**config.mk**
```make
export PLATFORM = sky130hd
export DESIGN_NAME = rgb565_blend_pixel_writer_top_flat
export DESIGN_NICKNAME = d
export VERILOG_FILES = /design/src/hw/rtl/rbw_pkg.sv /design/src/hw/rtl/rbw_pix_in_if.sv /design/src/hw/rtl/rbw_pix_out_if.sv /design/src/hw/rtl/rbw_cfg_if.sv /design/src/hw/rtl/rbw_front.sv /design/src/hw/rtl/rbw_div_cell.sv /design/src/hw/rtl/rbw_out.sv /design/src/hw/rtl/rgb565_blend_pixel_writer_top.sv /design/src/flat_wrapper.sv
export VERILOG_INCLUDE_DIRS = /design/src /design/src/hw/rtl
export SDC_FILE = /design/constraint.sdc
export NUM_CORES = 1
export LEC_CHECK = 0
export BUFFER_PORTS_ARGS = -buffer_cell sky130_fd_sc_hd__buf_2
export CORE_ASPECT_RATIO = 0.5
export CORE_MARGIN = 4
export CORE_UTILIZATION = 40
export CTS_BUF_LIST = sky130_fd_sc_hd__clkbuf_16
export DETAILED_ROUTE_END_ITERATION = 12
export MAX_ROUTING_LAYER = met4
export REMOVE_ABC_BUFFERS = 1
export SETUP_SLACK_MARGIN = 0.2
export SLEW_MARGIN = 20
export SYNTH_ARGS = -nofsm -noshare
export SYNTH_HDL_FRONTEND = slang
export SYNTH_SLANG_ARGS = --single-unit
```
**constraint.sdc**
```tcl
create_clock -name clk -period 7.3 [get_ports clk]
set_input_delay 0.73 -clock clk [delete_from_list [all_inputs] [get_ports clk]]
set_output_delay 0.73 -clock clk [all_outputs]
set_load 0.01 [all_outputs]
```
**src/hw/rtl/rgb565_blend_pixel_writer_top_defines.svh**
```systemverilog
// Assertion macros of the pixel writer top level
`ifndef RGB565_BLEND_PIXEL_WRITER_TOP_DEFINES_SVH
`define RGB565_BLEND_PIXEL_WRITER_TOP_DEFINES_SVH

`ifndef SYNTHESIS

`define RBW_ASSERT_SAME(label, clk, rst_n, ante, cons) \
    label: assert property (@(posedge clk) disable iff (!rst_n) (ante) |-> (cons)) \
        else $error("rbw check failed");

`define RBW_ASSERT_NEXT(label, clk, rst_n, ante, cons) \
    label: assert property (@(posedge clk) disable iff (!rst_n) (ante) |=> (cons)) \
        else $error("rbw check failed");

`else

`define RBW_ASSERT_SAME(label, clk, rst_n, ante, cons)

`define RBW_ASSERT_NEXT(label, clk, rst_n, ante, cons)

`endif

`endif

```
**src/hw/rtl/rbw_pkg.sv**
```systemverilog
// Types, constants and the division step helper function of the RGB565 blend pixel writer
package rbw_pkg;

    localparam int FIELD_W          = 16;
    localparam int ADDR_W           = 20;
    localparam int DIV_W            = 8;
    localparam int CFG_IDX_W        = 1;
    localparam int DVD_W            = 7;
    localparam int REM_W            = DIV_W;
    localparam int NUM_CELLS        = DVD_W;
    localparam int RB_W             = 5;
    localparam int G_W              = 6;
    localparam int DEF_SCREEN_WIDTH  = 1024;
    localparam int DEF_SCREEN_HEIGHT = 768;

    localparam logic [RB_W-1:0]  RB_MAX = 5'h1F;
    localparam logic [G_W-1:0]   G_MAX  = 6'h3F;
    localparam logic [DIV_W-1:0] DIVISOR_RESET = 8'd2;

    localparam logic [CFG_IDX_W-1:0] CFG_BLEND_ENABLE  = 1'b0;
    localparam logic [CFG_IDX_W-1:0] CFG_BLEND_DIVISOR = 1'b1;

    typedef struct packed {
        logic               on_screen;
        logic [FIELD_W-1:0] x;
        logic [FIELD_W-1:0] y;
        logic [FIELD_W-1:0] fg;
    } pix_meta_t;

    typedef struct packed {
        logic [DVD_W-1:0] dvd;
        logic [REM_W-1:0] rem;
        logic [DVD_W-1:0] quo;
    } chan_div_t;

    typedef struct packed {
        pix_meta_t meta;
        chan_div_t red;
        chan_div_t green;
        chan_div_t blue;
    } stage_word_t;

    function automatic chan_div_t div_step(chan_div_t cur, logic [DIV_W-1:0] divisor);
        logic [REM_W:0] trial;
        chan_div_t      nxt;
        trial   = {cur.rem, cur.dvd[DVD_W-1]};
        nxt.dvd = {cur.dvd[DVD_W-2:0], 1'b0};
        if (trial >= {1'b0, divisor})
        begin
            nxt.rem = REM_W'(trial - {1'b0, divisor});
            nxt.quo = {cur.quo[DVD_W-2:0], 1'b1};
        end
        else
        begin
            nxt.rem = trial[REM_W-1:0];
            nxt.quo = {cur.quo[DVD_W-2:0], 1'b0};
        end
        return nxt;
    endfunction

endpackage

```
**src/hw/rtl/rbw_pix_in_if.sv**
```systemverilog
// Pixel input channel interface
interface rbw_pix_in_if
    import rbw_pkg::*;
();
    logic               valid;
    logic               ready;
    logic [FIELD_W-1:0] rect_left;
    logic [FIELD_W-1:0] rect_top;
    logic [FIELD_W-1:0] offset_x;
    logic [FIELD_W-1:0] offset_y;
    logic [FIELD_W-1:0] fg_color;
    logic [FIELD_W-1:0] bg_pixel;

    modport source (
        output valid, rect_left, rect_top, offset_x, offset_y, fg_color, bg_pixel,
        input  ready
    );

    modport sink (
        input  valid, rect_left, rect_top, offset_x, offset_y, fg_color, bg_pixel,
        output ready
    );
endinterface

```
**src/hw/rtl/rbw_pix_out_if.sv**
```systemverilog
// Pixel write output channel interface
interface rbw_pix_out_if
    import rbw_pkg::*;
();
    logic               valid;
    logic               ready;
    logic               write_enable;
    logic [ADDR_W-1:0]  pixel_address;
    logic [FIELD_W-1:0] pixel_value;

    modport source (
        output valid, write_enable, pixel_address, pixel_value,
        input  ready
    );

    modport sink (
        input  valid, write_enable, pixel_address, pixel_value,
        output ready
    );
endinterface

```
**src/hw/rtl/rbw_cfg_if.sv**
```systemverilog
// Configuration write channel interface
interface rbw_cfg_if
    import rbw_pkg::*;
();
    logic                 valid;
    logic                 ready;
    logic [CFG_IDX_W-1:0] index;
    logic [DIV_W-1:0]     data;

    modport source (
        output valid, index, data,
        input  ready
    );

    modport sink (
        input  valid, index, data,
        output ready
    );
endinterface

```
**src/hw/rtl/rbw_front.sv**
```systemverilog
// Entry stage: screen position, on-screen check and channel sums
module rbw_front
    import rbw_pkg::*;
#(
    parameter int SCREEN_WIDTH  = DEF_SCREEN_WIDTH,
    parameter int SCREEN_HEIGHT = DEF_SCREEN_HEIGHT
) (
    input  logic               clk,
    input  logic               rst_n,
    input  logic               in_valid,
    output logic               in_ready,
    input  logic [FIELD_W-1:0] rect_left,
    input  logic [FIELD_W-1:0] rect_top,
    input  logic [FIELD_W-1:0] offset_x,
    input  logic [FIELD_W-1:0] offset_y,
    input  logic [FIELD_W-1:0] fg_color,
    input  logic [FIELD_W-1:0] bg_pixel,
    output logic               out_valid,
    input  logic               out_ready,
    output stage_word_t        out_word
);

    logic        valid_reg;
    stage_word_t word_reg;
    stage_word_t word_next;
    logic [FIELD_W-1:0] x_sum;
    logic [FIELD_W-1:0] y_sum;

    assign in_ready = !valid_reg || out_ready;

    always_comb
    begin
        x_sum = rect_left + offset_x;
        y_sum = rect_top + offset_y;
        word_next.meta.x  = x_sum;
        word_next.meta.y  = y_sum;
        word_next.meta.fg = fg_color;
        word_next.meta.on_screen = (x_sum < FIELD_W'(SCREEN_WIDTH)) &&
                                   (y_sum < FIELD_W'(SCREEN_HEIGHT));
        word_next.red.dvd   = DVD_W'(fg_color[15:11]) + DVD_W'(bg_pixel[15:11]);
        word_next.green.dvd = DVD_W'(fg_color[10:5]) + DVD_W'(bg_pixel[10:5]);
        word_next.blue.dvd  = DVD_W'(fg_color[4:0]) + DVD_W'(bg_pixel[4:0]);
        word_next.red.rem   = '0;
        word_next.green.rem = '0;
        word_next.blue.rem  = '0;
        word_next.red.quo   = '0;
        word_next.green.quo = '0;
        word_next.blue.quo  = '0;
    end

    always_ff @(posedge clk or negedge rst_n)
    begin
        if (!rst_n)
        begin
            valid_reg <= 1'b0;
        end
        else if (in_ready)
        begin
            valid_reg <= in_valid;
        end
    end

    always_ff @(posedge clk)
    begin
        if (in_ready && in_valid)
        begin
            word_reg <= word_next;
        end
    end

    assign out_valid = valid_reg;
    assign out_word  = word_reg;

endmodule

```
**src/hw/rtl/rbw_div_cell.sv**
```systemverilog
// Divider cell: one quotient bit per channel, then hand the word on
module rbw_div_cell
    import rbw_pkg::*;
(
    input  logic             clk,
    input  logic             rst_n,
    input  logic [DIV_W-1:0] divisor,
    input  logic             in_valid,
    output logic             in_ready,
    input  stage_word_t      in_word,
    output logic             out_valid,
    input  logic             out_ready,
    output stage_word_t      out_word
);

    logic        valid_reg;
    stage_word_t word_reg;
    stage_word_t word_next;

    assign in_ready = !valid_reg || out_ready;

    always_comb
    begin
        word_next.meta  = in_word.meta;
        word_next.red   = div_step(in_word.red, divisor);
        word_next.green = div_step(in_word.green, divisor);
        word_next.blue  = div_step(in_word.blue, divisor);
    end

    always_ff @(posedge clk or negedge rst_n)
    begin
        if (!rst_n)
        begin
            valid_reg <= 1'b0;
        end
        else if (in_ready)
        begin
            valid_reg <= in_valid;
        end
    end

    always_ff @(posedge clk)
    begin
        if (in_ready && in_valid)
        begin
            word_reg <= word_next;
        end
    end

    assign out_valid = valid_reg;
    assign out_word  = word_reg;

endmodule

```
**src/hw/rtl/rbw_out.sv**
```systemverilog
// Output stage: saturate channels or pass the foreground colour, form the address, hold the result word
module rbw_out
    import rbw_pkg::*;
#(
    parameter int SCREEN_WIDTH  = DEF_SCREEN_WIDTH,
    parameter int SCREEN_HEIGHT = DEF_SCREEN_HEIGHT
) (
    input  logic               clk,
    input  logic               rst_n,
    input  logic               blend_enable,
    input  logic               in_valid,
    output logic               in_ready,
    input  stage_word_t        in_word,
    output logic               out_valid,
    input  logic               out_ready,
    output logic               write_enable,
    output logic [ADDR_W-1:0]  pixel_address,
    output logic [FIELD_W-1:0] pixel_value
);

    localparam int XW     = $clog2(SCREEN_WIDTH);
    localparam int YW     = $clog2(SCREEN_HEIGHT);
    localparam int WW     = $clog2(SCREEN_WIDTH + 1);
    localparam int PROD_W = WW + YW + 1;
    localparam int ACC_W  = (PROD_W > ADDR_W) ? PROD_W : ADDR_W;

    logic               valid_reg;
    logic               we_reg;
    logic [ADDR_W-1:0]  addr_reg;
    logic [FIELD_W-1:0] value_reg;
    logic               we_next;
    logic [ADDR_W-1:0]  addr_next;
    logic [FIELD_W-1:0] value_next;
    logic [ACC_W-1:0]   addr_full;
    logic [RB_W-1:0]    red_sat;
    logic [G_W-1:0]     green_sat;
    logic [RB_W-1:0]    blue_sat;

    assign in_ready = !valid_reg || out_ready;

    always_comb
    begin
        red_sat   = (in_word.red.quo > DVD_W'(RB_MAX)) ? RB_MAX : in_word.red.quo[RB_W-1:0];
        green_sat = (in_word.green.quo > DVD_W'(G_MAX)) ? G_MAX : in_word.green.quo[G_W-1:0];
        blue_sat  = (in_word.blue.quo > DVD_W'(RB_MAX)) ? RB_MAX : in_word.blue.quo[RB_W-1:0];
        addr_full = ACC_W'(in_word.meta.y[YW-1:0]) * ACC_W'(SCREEN_WIDTH) +
                    ACC_W'(in_word.meta.x[XW-1:0]);
        we_next = in_word.meta.on_screen;
        if (in_word.meta.on_screen)
        begin
            addr_next  = addr_full[ADDR_W-1:0];
            value_next = blend_enable ? {red_sat, green_sat, blue_sat} : in_word.meta.fg;
        end
        else
        begin
            addr_next  = '0;
            value_next = '0;
        end
    end

    always_ff @(posedge clk or negedge rst_n)
    begin
        if (!rst_n)
        begin
            valid_reg <= 1'b0;
        end
        else if (in_ready)
        begin
            valid_reg <= in_valid;
        end
    end

    always_ff @(posedge clk)
    begin
        if (in_ready && in_valid)
        begin
            we_reg    <= we_next;
            addr_reg  <= addr_next;
            value_reg <= value_next;
        end
    end

    assign out_valid     = valid_reg;
    assign write_enable  = we_reg;
    assign pixel_address = addr_reg;
    assign pixel_value   = value_reg;

endmodule

```
**src/hw/rtl/rgb565_blend_pixel_writer_top.sv**
```systemverilog
// Top level of the RGB565 blend pixel writer
// Path: an accepted input word passes the front register, the divider cells and the output register.
// Throughput: one word per cycle while pix_out.ready stays high; the chain of seven divider cells,
// one quotient bit each, sets the depth, and every cell takes a new word while the one ahead moves on.
// Reset: all stage valid bits clear, blend_enable resets to 0, blend_divisor to 2.
// Configuration writes are taken every cycle.
`include "rgb565_blend_pixel_writer_top_defines.svh"

module rgb565_blend_pixel_writer_top
    import rbw_pkg::*;
#(
    parameter int SCREEN_WIDTH  = DEF_SCREEN_WIDTH,
    parameter int SCREEN_HEIGHT = DEF_SCREEN_HEIGHT
) (
    input  logic       clk,
    input  logic       rst_n,
    rbw_pix_in_if.sink   pix_in,
    rbw_pix_out_if.source pix_out,
    rbw_cfg_if.sink      cfg
);

    logic             blend_enable_reg;
    logic [DIV_W-1:0] divisor_reg;
    logic [DIV_W-1:0] divisor_eff;

    logic        chain_valid [NUM_CELLS+1];
    logic        chain_ready [NUM_CELLS+1];
    stage_word_t chain_word  [NUM_CELLS+1];

    assign cfg.ready   = 1'b1;
    assign divisor_eff = (divisor_reg == '0) ? DIV_W'(1) : divisor_reg;

    always_ff @(posedge clk or negedge rst_n)
    begin
        if (!rst_n)
        begin
            blend_enable_reg <= 1'b0;
            divisor_reg      <= DIVISOR_RESET;
        end
        else if (cfg.valid)
        begin
            case (cfg.index)
                CFG_BLEND_ENABLE:  blend_enable_reg <= cfg.data[0];
                CFG_BLEND_DIVISOR: divisor_reg      <= cfg.data;
                default:           divisor_reg      <= divisor_reg;
            endcase
        end
    end

    rbw_front #(
        .SCREEN_WIDTH  (SCREEN_WIDTH),
        .SCREEN_HEIGHT (SCREEN_HEIGHT)
    ) u_front (
        .clk       (clk),
        .rst_n     (rst_n),
        .in_valid  (pix_in.valid),
        .in_ready  (pix_in.ready),
        .rect_left (pix_in.rect_left),
        .rect_top  (pix_in.rect_top),
        .offset_x  (pix_in.offset_x),
        .offset_y  (pix_in.offset_y),
        .fg_color  (pix_in.fg_color),
        .bg_pixel  (pix_in.bg_pixel),
        .out_valid (chain_valid[0]),
        .out_ready (chain_ready[0]),
        .out_word  (chain_word[0])
    );

    for (genvar i = 0; i < NUM_CELLS; i++)
    begin : g_cell
        rbw_div_cell u_cell (
            .clk       (clk),
            .rst_n     (rst_n),
            .divisor   (divisor_eff),
            .in_valid  (chain_valid[i]),
            .in_ready  (chain_ready[i]),
            .in_word   (chain_word[i]),
            .out_valid (chain_valid[i+1]),
            .out_ready (chain_ready[i+1]),
            .out_word  (chain_word[i+1])
        );
    end

    rbw_out #(
        .SCREEN_WIDTH  (SCREEN_WIDTH),
        .SCREEN_HEIGHT (SCREEN_HEIGHT)
    ) u_out (
        .clk           (clk),
        .rst_n         (rst_n),
        .blend_enable  (blend_enable_reg),
        .in_valid      (chain_valid[NUM_CELLS]),
        .in_ready      (chain_ready[NUM_CELLS]),
        .in_word       (chain_word[NUM_CELLS]),
        .out_valid     (pix_out.valid),
        .out_ready     (pix_out.ready),
        .write_enable  (pix_out.write_enable),
        .pixel_address (pix_out.pixel_address),
        .pixel_value   (pix_out.pixel_value)
    );

    `RBW_ASSERT_SAME(a_drop_zero, clk, rst_n, pix_out.valid && !pix_out.write_enable, (pix_out.pixel_address == '0) && (pix_out.pixel_value == '0))
    `RBW_ASSERT_NEXT(a_accept_front, clk, rst_n, pix_in.valid && pix_in.ready, chain_valid[0])
    `RBW_ASSERT_NEXT(a_last_to_out, clk, rst_n, chain_valid[NUM_CELLS] && chain_ready[NUM_CELLS], pix_out.valid)
    `RBW_ASSERT_SAME(a_divisor_nonzero, clk, rst_n, chain_valid[0], divisor_eff != '0)

endmodule

```
**src/flat_wrapper.sv**
```systemverilog
// flat-port wrapper written by rule: the top's interface ports become plain ports
module rgb565_blend_pixel_writer_top_flat import rbw_pkg::*;
#(
    parameter int SCREEN_WIDTH  = DEF_SCREEN_WIDTH,
    parameter int SCREEN_HEIGHT = DEF_SCREEN_HEIGHT
)
  (clk, rst_n, pix_in_valid, pix_in_rect_left, pix_in_rect_top, pix_in_offset_x, pix_in_offset_y, pix_in_fg_color, pix_in_bg_pixel, pix_in_ready, pix_out_valid, pix_out_write_enable, pix_out_pixel_address, pix_out_pixel_value, pix_out_ready, cfg_valid, cfg_index, cfg_data, cfg_ready);
  rbw_pix_in_if pix_in_i ();
  rbw_pix_out_if pix_out_i ();
  rbw_cfg_if cfg_i ();
  input  logic clk;
  input  logic rst_n;
  input wire logic [$bits(pix_in_i.valid)-1:0] pix_in_valid;
  input wire logic [$bits(pix_in_i.rect_left)-1:0] pix_in_rect_left;
  input wire logic [$bits(pix_in_i.rect_top)-1:0] pix_in_rect_top;
  input wire logic [$bits(pix_in_i.offset_x)-1:0] pix_in_offset_x;
  input wire logic [$bits(pix_in_i.offset_y)-1:0] pix_in_offset_y;
  input wire logic [$bits(pix_in_i.fg_color)-1:0] pix_in_fg_color;
  input wire logic [$bits(pix_in_i.bg_pixel)-1:0] pix_in_bg_pixel;
  output wire logic [$bits(pix_in_i.ready)-1:0] pix_in_ready;
  output wire logic [$bits(pix_out_i.valid)-1:0] pix_out_valid;
  output wire logic [$bits(pix_out_i.write_enable)-1:0] pix_out_write_enable;
  output wire logic [$bits(pix_out_i.pixel_address)-1:0] pix_out_pixel_address;
  output wire logic [$bits(pix_out_i.pixel_value)-1:0] pix_out_pixel_value;
  input wire logic [$bits(pix_out_i.ready)-1:0] pix_out_ready;
  input wire logic [$bits(cfg_i.valid)-1:0] cfg_valid;
  input wire logic [$bits(cfg_i.index)-1:0] cfg_index;
  input wire logic [$bits(cfg_i.data)-1:0] cfg_data;
  output wire logic [$bits(cfg_i.ready)-1:0] cfg_ready;
  assign pix_in_i.valid = pix_in_valid;
  assign pix_in_i.rect_left = pix_in_rect_left;
  assign pix_in_i.rect_top = pix_in_rect_top;
  assign pix_in_i.offset_x = pix_in_offset_x;
  assign pix_in_i.offset_y = pix_in_offset_y;
  assign pix_in_i.fg_color = pix_in_fg_color;
  assign pix_in_i.bg_pixel = pix_in_bg_pixel;
  assign pix_in_ready = pix_in_i.ready;
  assign pix_out_valid = pix_out_i.valid;
  assign pix_out_write_enable = pix_out_i.write_enable;
  assign pix_out_pixel_address = pix_out_i.pixel_address;
  assign pix_out_pixel_value = pix_out_i.pixel_value;
  assign pix_out_i.ready = pix_out_ready;
  assign cfg_i.valid = cfg_valid;
  assign cfg_i.index = cfg_index;
  assign cfg_i.data = cfg_data;
  assign cfg_ready = cfg_i.ready;
  rgb565_blend_pixel_writer_top #(.SCREEN_WIDTH(SCREEN_WIDTH), .SCREEN_HEIGHT(SCREEN_HEIGHT)) u_core (.clk(clk), .rst_n(rst_n), .pix_in(pix_in_i), .pix_out(pix_out_i), .cfg(cfg_i));
endmodule
```
==> results of run 1 <==
## kinds of logic (layout without fill, tap and decap cells)
kind of cell | after synthesis | count (layout) | share of synthesized area
AOI/OAI and AO/OA | 340 | 340 | 0.0751
xor gates and xnor gates | 90 | 90 | 0.0275
adders and majority gates | 206 | 206 | 0.0950
buffers and inverters | 141 | 401 | 0.0189
DFF | 646 | 646 | 0.673
muxes | 106 | 106 | 0.0403
other | 2 | 4 | 0.000262
and+or+nand+nor | 396 | 396 | 0.0703
## cells in the mapped netlist, drive strengths merged, types with 3 or more instances
library cell | n | area, µm²
nor2b | 49 | 307
and2 | 32 | 200
xnor2 | 69 | 604
a211oi | 18 | 195
clkbuf | 18 | 67.6
edfxtp | 628 | 18900
nand2b | 37 | 231
nor3 | 28 | 140
nand4 | 23 | 144
mux2 | 76 | 856
nand3 | 19 | 95.1
and4b | 3 | 30.0
nor2 | 113 | 424
o21ai | 106 | 531
o21bai | 4 | 30.0
a2111oi | 5 | 70.1
nor4 | 16 | 100
a21boi | 25 | 188
xor2 | 21 | 184
a21o | 36 | 270
inv | 120 | 450
nand2 | 60 | 225
fa | 20 | 400
o21a | 30 | 225
dfrtp | 17 | 425
or2 | 4 | 25.0
ha | 186 | 2330
buf | 3 | 23.8
mux2i | 30 | 300
and3b | 3 | 26.3
and3 | 3 | 18.8
a21oi | 95 | 475
## worst paths after layout
path	from	to	slack, ns	cells after the start
worst max-delay path	u_core.divisor_reg[4]	u_core.g_cell[5].u_cell.out_word[9]	2.61	16
worst min-delay path	pix_in_valid	u_core.u_front.out_valid	0.29	2
worst max register to register	u_core.divisor_reg[4]	u_core.g_cell[5].u_cell.out_word[9]	2.61	16
worst min register to register	u_core.g_cell[4].u_cell.out_word[102]	u_core.g_cell[5].u_cell.out_word[102]	0.41	0
max in group asynchronous	rst_n	u_core.divisor_reg[1]	6.40	2
min in group asynchronous	rst_n	u_core.divisor_reg[2]	0.57	2
## layer usage
layer / global-route usage / share of wire
met5: - / 0
met2: 0.233 / 0.47
met1: 0.189 / 0.47
met3: 0.0227 / 0.037
met4: 0.0420 / 0.025
## layout make-up
cell class / instances / area (µm²)
fillers: 6149 / 38200
well taps: 958 / 1200
repair buffers: 169 / 921
clock buffers: 59 / 1480
clock inverters: 53 / 578
flip-flops and latches: 646 / 19300
inverters: 120 / 450
multi-input cells: 1142 / 8900
## per-stage QoR
| step | setup slack [ns] | instances | area, µm² |
|---|---|---|---|
| floorplan | 2.17 | 1908 | 28600 |
| global placement | 2.80 | 3033 | 30700 |
| detailed placement | 2.72 | 3033 | 30700 |
| CTS | 2.61 | 3146 | 32800 |
| global route | 2.18 | 3147 | 32800 |
| finish | 2.61 | 3147 | 32800 |
## power groups by stage
stage,Clock (mW),Combinational (mW),Sequential [mW]
5_1_grt,3.47,4.06,6.01
4_1_cts,3.31,3.63,5.92
6_report,3.21,3.60,5.91
3_3_place_gp,0,3.55,5.98
2_1_floorplan,0,2.70,5.92
3_5_place_dp,0,3.60,5.99
==> results.txt, run 1 <==
* Sequential share of power: 0.465
- NumNets Final: 2454
- Summed over all nets, the switching power comes to 3.74 mW.
- Max-slew headroom: 0.385
- Quantity of gates resized following cts: 0
- Number of clock sinks: 646
- Hold buffer count at cts: 1
* Count of unique library cells instantiated by Yosys: 61
- The worst setup path is launched from a flip-flop.
* CTS tree: yes
* Number of synthesized flops with an enable pin: 628
* Final count of pins violating max slew: 0
- Root Buffer: clkbuf_16
- The path class of the tightest hold or removal check is in2reg.
- Cell with the biggest individual delay on the critical path: inv_1
- Most used cells in the layout excluding fill and tap cells: edfxtp_1 (628), ha_1 (186), buf_2 (148)
- Gate count after technology mapping: 1927
- The worst-case IR drop observed on VDD is 0.000169 V.
* Run status: finished clean
* Max FFs per register: 535
- After synthesis, the mean cell area works out to 14.9 µm².
* H-tree levels: 2
- Via-per-instance ratio: 4.89
- DIE AREA: 76400 µm²
- The floorplan step set the die height to 197 µm.
- The clock arrives with 0.0272 ns of skew.
- Post-CTS timing repair inserted 0 buffers for setup.
- Tmin final: 4.69 ns
- The die is 387 µm wide.
- Setup_tns: 0 ns
- In this run the cell area of the synthesized design comes to 28700 µm².
* Clock latency on the worst-skew pair: 0.63 ns
- The number of antenna diodes in the final layout is 0.
- Cell Pwr Density: 387 nW/µm²
- CP required: 7.67 ns
* Worst path buffer plus inverter count: 4
- Delay of the slowest cell on the worst path: 0.70 ns
- Post-layout utilization of the core: 0.462
* CTS Buffer Depth: 3
- Clock tree synthesis inserted a total of 59 buffers.
- CORE AREA: 71100 µm²
- Worst path arrival time: 5.06 ns
- Worst path cell trace: inv_1, buf_4, nand3_1, nor4_1, buf_4, a21oi_1, inv_1, ha_1, nor2b_1, o21ai_0, a21boi_0, o21a_1, o21ai_0, a21oi_1, a211oi_2, mux2_2
- Clock network fraction of design power: 0.252
- DRC errors left: 0
* Area growth from synthesis to final layout: 14.4%
* Number of iterations in the first detailed-routing pass: 4
* Kind of end point of the critical path: flip-flop
* Internal Power: 8.98 mW
- Summed over all layers, the global routing overflow is 0.
- On the final layout, the worst hold slack is 0.292 ns.
* Slew at the pin with the worst max-slew slack: 0.922 ns
* Fmax achieved: 213 MHz
- Setup repair after global routing missed its margin: false
- Routed wire per std cell: 17.0 µm
* Initial core utilization: 0.404
- Count of input and output buffers: 148
* Final setup fails: 0
- Most common library cell in the layout ignoring fill and taps: edfxtp_1
* Switching Share: 0.294
* DRC violation total after the first TritonRoute iteration: 976
- Pin count of the biggest net entering global routing: 74
* Number of flip-flops and latches in the synthesized netlist: 646
- Vias after detailed routing: 15400
- For this run, the register share of the synthesized area comes to 0.673.
* Overall Power: 12.7 mW
* Global-route wire length before repair: 84300 µm
- The floorplan has 69 rows.
- Asr flop ratio synth: 0.0279
* Final Wtd Congestion: 0.861
* Leakage power: 12.5 nW
- Yosys warning count: 0
* Global-route usage over all layers: 0.144
- Estimated wirelength of the detail-placed design: 36100 µm
- Along the worst path, the maximum fanout reaches 19.
* Max-capacitance violation count: 0
* Fraction of final layout cells with drive strength greater than 1: 0.169
- Gate family responsible for the most delay along the worst path: compound AO/OA/AOI/OAI gates
- Number of antenna violations at the first check in global routing: 1
* Routed WL: 53500 µm
* Crit Path Class: reg2reg
* Antenna-violating nets left: 0
- Clock-pin slew was measured on the worst setup and hold paths at 0.07 ns.
- For this design the top-level I/O count stands at 150.
- Among all flip-flop cells after synthesis, the most frequent one is edfxtp_1.
* Number of global-route vias before repair: 15700
* Hold violation count in the final report: 0
- Of the total power, combinational logic draws 0.283.
- Final Cycle Share: 0.643
(Power assumes the default switching activity.)
==> run 2, diff against run 1 <==
==> constraint.sdc (replaced) <==
create_clock -name clk -period 4.14 [get_ports clk]
set_input_delay 0.414 -clock clk [delete_from_list [all_inputs] [get_ports clk]]
set_output_delay 0.414 -clock clk [all_outputs]
set_load 0.01 [all_outputs]
==> results.txt, run 2 (same netlist as run 1, synthesis figures left out) <==
- Run status: finished clean
- Register-to-Register Setup Slack: 0.56 ns (-2.05 ns)
* CTS tree: yes
- Fraction of final layout cells with drive strength greater than 1: 0.175 (+0.00650)
* Delay of the slowest cell on the worst path: 0.39 ns (-0.31 ns)
* Total congestion overflow: 0 (unchanged)
- Leakage power: 12.6 nW (+0.97%)
- The count of boundary I/O pins was 150 (unchanged).
* Kind of end point of the critical path: flip-flop
- In this run the critical register-to-register path is captured at u_core.g_cell[5].u_cell.out_word[31].
- The clock net sink count was 646 (unchanged).
- Max-slew headroom: 0.309 (-0.0760)
- The initial cell density of the core came to 0.404 (unchanged).
- Final Cycle Share: 0.865 (+0.222)
- Area growth from synthesis to final layout: 15.1%
* Site row count: 69 (unchanged)
- The final number of hold-violating endpoints came to 0 (unchanged).
- The number of slew-limit violations in the final report is 0 (unchanged).
- The worst setup path is of the reg2reg kind.
- DRC violation total after the first TritonRoute iteration: 885 (-9.3%)
* Number of iterations in the first detailed-routing pass: 6 (+2)
- Endpoint of the most critical setup path: u_core.g_cell[5].u_cell.out_word[31]
* Post-layout utilization of the core: 0.465 (+0.00283)
- The max-capacitance violation count is 0 (unchanged).
* Antenna-violating nets left: 0 (unchanged)
* Worst path buffer plus inverter count: 3 (-1)
- Gate family responsible for the most delay along the worst path: compound AO/OA/AOI/OAI gates
- Routed WL: 53900 µm (+0.76%)
- The maximum level of the CTS H-tree came to 2 (unchanged).
- The number of nets in the final layout is 2489 (+1.4%).
* Most common library cell in the layout ignoring fill and taps: edfxtp_1
- Overall Power: 22.2 mW (+75%)
- DRC errors left: 0 (unchanged)
* Most used cells in the layout excluding fill and tap cells: edfxtp_1 (628), ha_1 (186), buf_2 (148)
- Count of input and output buffers: 148 (unchanged)
* Final Wtd Congestion: 0.834 (-3.2%)
- The tree is rooted in a clkbuf_16.
- Global-route wire length before repair: 85100 µm (+0.92%)
- The floorplan die area is 76400 µm² (unchanged).
* Pin count of the biggest net entering global routing: 74 (unchanged)
* Final setup skew: 0.0133 ns (-0.0139 ns)
* Vias after detailed routing: 15500 (+0.52%)
- Critical Path Fanout Max: 13 (-6)
- Setup repair after global routing missed its margin: false
* Worst path arrival time: 3.94 ns (-1.12 ns)
- Estimated wirelength of the detail-placed design: 36300 µm (+0.46%)
* Count of cells along the worst register-to-register path: 15 (-1)
- Startpoint types: flip-flop
* Fmax achieved: 279 MHz (+31%)
- The worst-case vdd ir drop was 0.000351 V (+110%).
* Setup_tns: 0 ns (unchanged)
- The transition at the pin with the smallest max-transition slack came to 1.04 ns (+0.115 ns).
- Clock buffer count from CTS: 59 (unchanged)
- Via-per-instance ratio: 4.86 (-0.62%)
- Number of antenna violations at the first check in global routing: 2 (+1)
* Cell occurring most often along the worst timing path: o21ai_0
- Setup slack after layout: 0.561 ns (-2.05 ns)
- Cell with the biggest individual delay on the critical path: a21o_1
- Max FFs per register: 535 (unchanged)
* Routed wire per std cell: 16.9 µm (-0.38%)
- Clock latency on the worst-skew pair: 0.62 ns (about the same)
* RR Startpoint: u_core.divisor_reg[2]
* Worst path cell trace: inv_1, nand3_1, nor4_2, a21oi_1, inv_2, buf_6, ha_1, nor2b_1, o21ai_0, a21boi_0, o21a_1, nor2_1, o21ai_0, a21o_1, mux2_2
- The deepest clock path buffer count is 3 (unchanged).
- Worst setup timing slack at the placement stage: 0.239 ns (-2.48 ns)
- The tightest min-delay check is of the in2reg type.
* Cell Pwr Density: 673 nW/µm² (+74%)
- The most critical setup path has its startpoint at u_core.divisor_reg[2].
- Cell total after placement: 3049 (+0.53%)
* Number of global-route vias before repair: 15600 (-1.2%)
* Global-route usage over all layers: 0.145 (+0.00109)
- The area inside the core boundary was 71100 µm² (unchanged).
* Final setup fails: 0 (unchanged)
* Worst-path clk slew: 0.06 ns (about the same)
- The final cell count without fillers came to 3183 (+1.1%).
- Tmin final: 3.58 ns (-1.11 ns)
* Number of cells on the critical path: 15 (-1)
- The die width was 387 µm (unchanged).
- CP required: 4.51 ns (-3.16 ns)
- The die boundary height is 197 µm (unchanged).
run 2: layout make-up:
type                    instances  area (µm²)
inverters                     120         450
clock inverters                51         459
multi-input cells            1142        8910
well taps                     958        1200
repair buffers                204        1230
clock buffers                  59        1480
flip-flops and latches        646       19300
diodes                          3        7.51
fillers                      6199       38000
run 2: stage by stage:
| step | hold slack (ns) | area [µm²] |
|---|---|---|
| 2_1_floorplan | 0.118 | 28600 |
| 3_3_place_gp | 0.367 | 30900 |
| 3_5_place_dp | 0.374 | 30900 |
| 4_1_cts | 0.0170 | 33000 |
| 5_1_grt | 0.0294 | 33000 |
| 6_report | 0.0478 | 33000 |
run 2: routing by layer:
layer,GRT usage,vias up,share of wire
met5,-,-,0
met4,0.0354,0,0.021
met3,0.0225,78,0.032
met2,0.236,200,0.47
met1,0.192,7459,0.47
li1,-,7738,-
run 2: how the worst min path moves through the flow:
stage | from | to | cells past startpoint
floorplan | rst_n | u_core.blend_enable_reg | 0
detailed placement | rst_n | u_core.g_cell[6].u_cell.out_valid | 1
CTS | cfg_data[5] | u_core.divisor_reg[5] | 2
finish | pix_in_fg_color[11] | u_core.u_front.out_word[77] | 1
global placement | rst_n | u_core.u_out.out_valid | 1
global route | pix_in_fg_color[11] | u_core.u_front.out_word[77] | 1
run 2: what timing repair did:
action	in CTS	in global routing
buffers inserted	0	3
setup endpoints to repair	0	82
hold buffers	17	0
hold endpoints to repair	33	0
resized for setup	0	4
run 2: where the power goes:
part / switching, mW / internal [mW] / leakage, nW / total, mW
Sequential: 0.604 / 9.79 / 6.34 / 10.4
Clock: 2.38 / 3.00 / 0.962 / 5.38
Combinational: 3.58 / 2.89 / 5.28 / 6.47
Total: 6.57 / 15.7 / 12.6 / 22.2
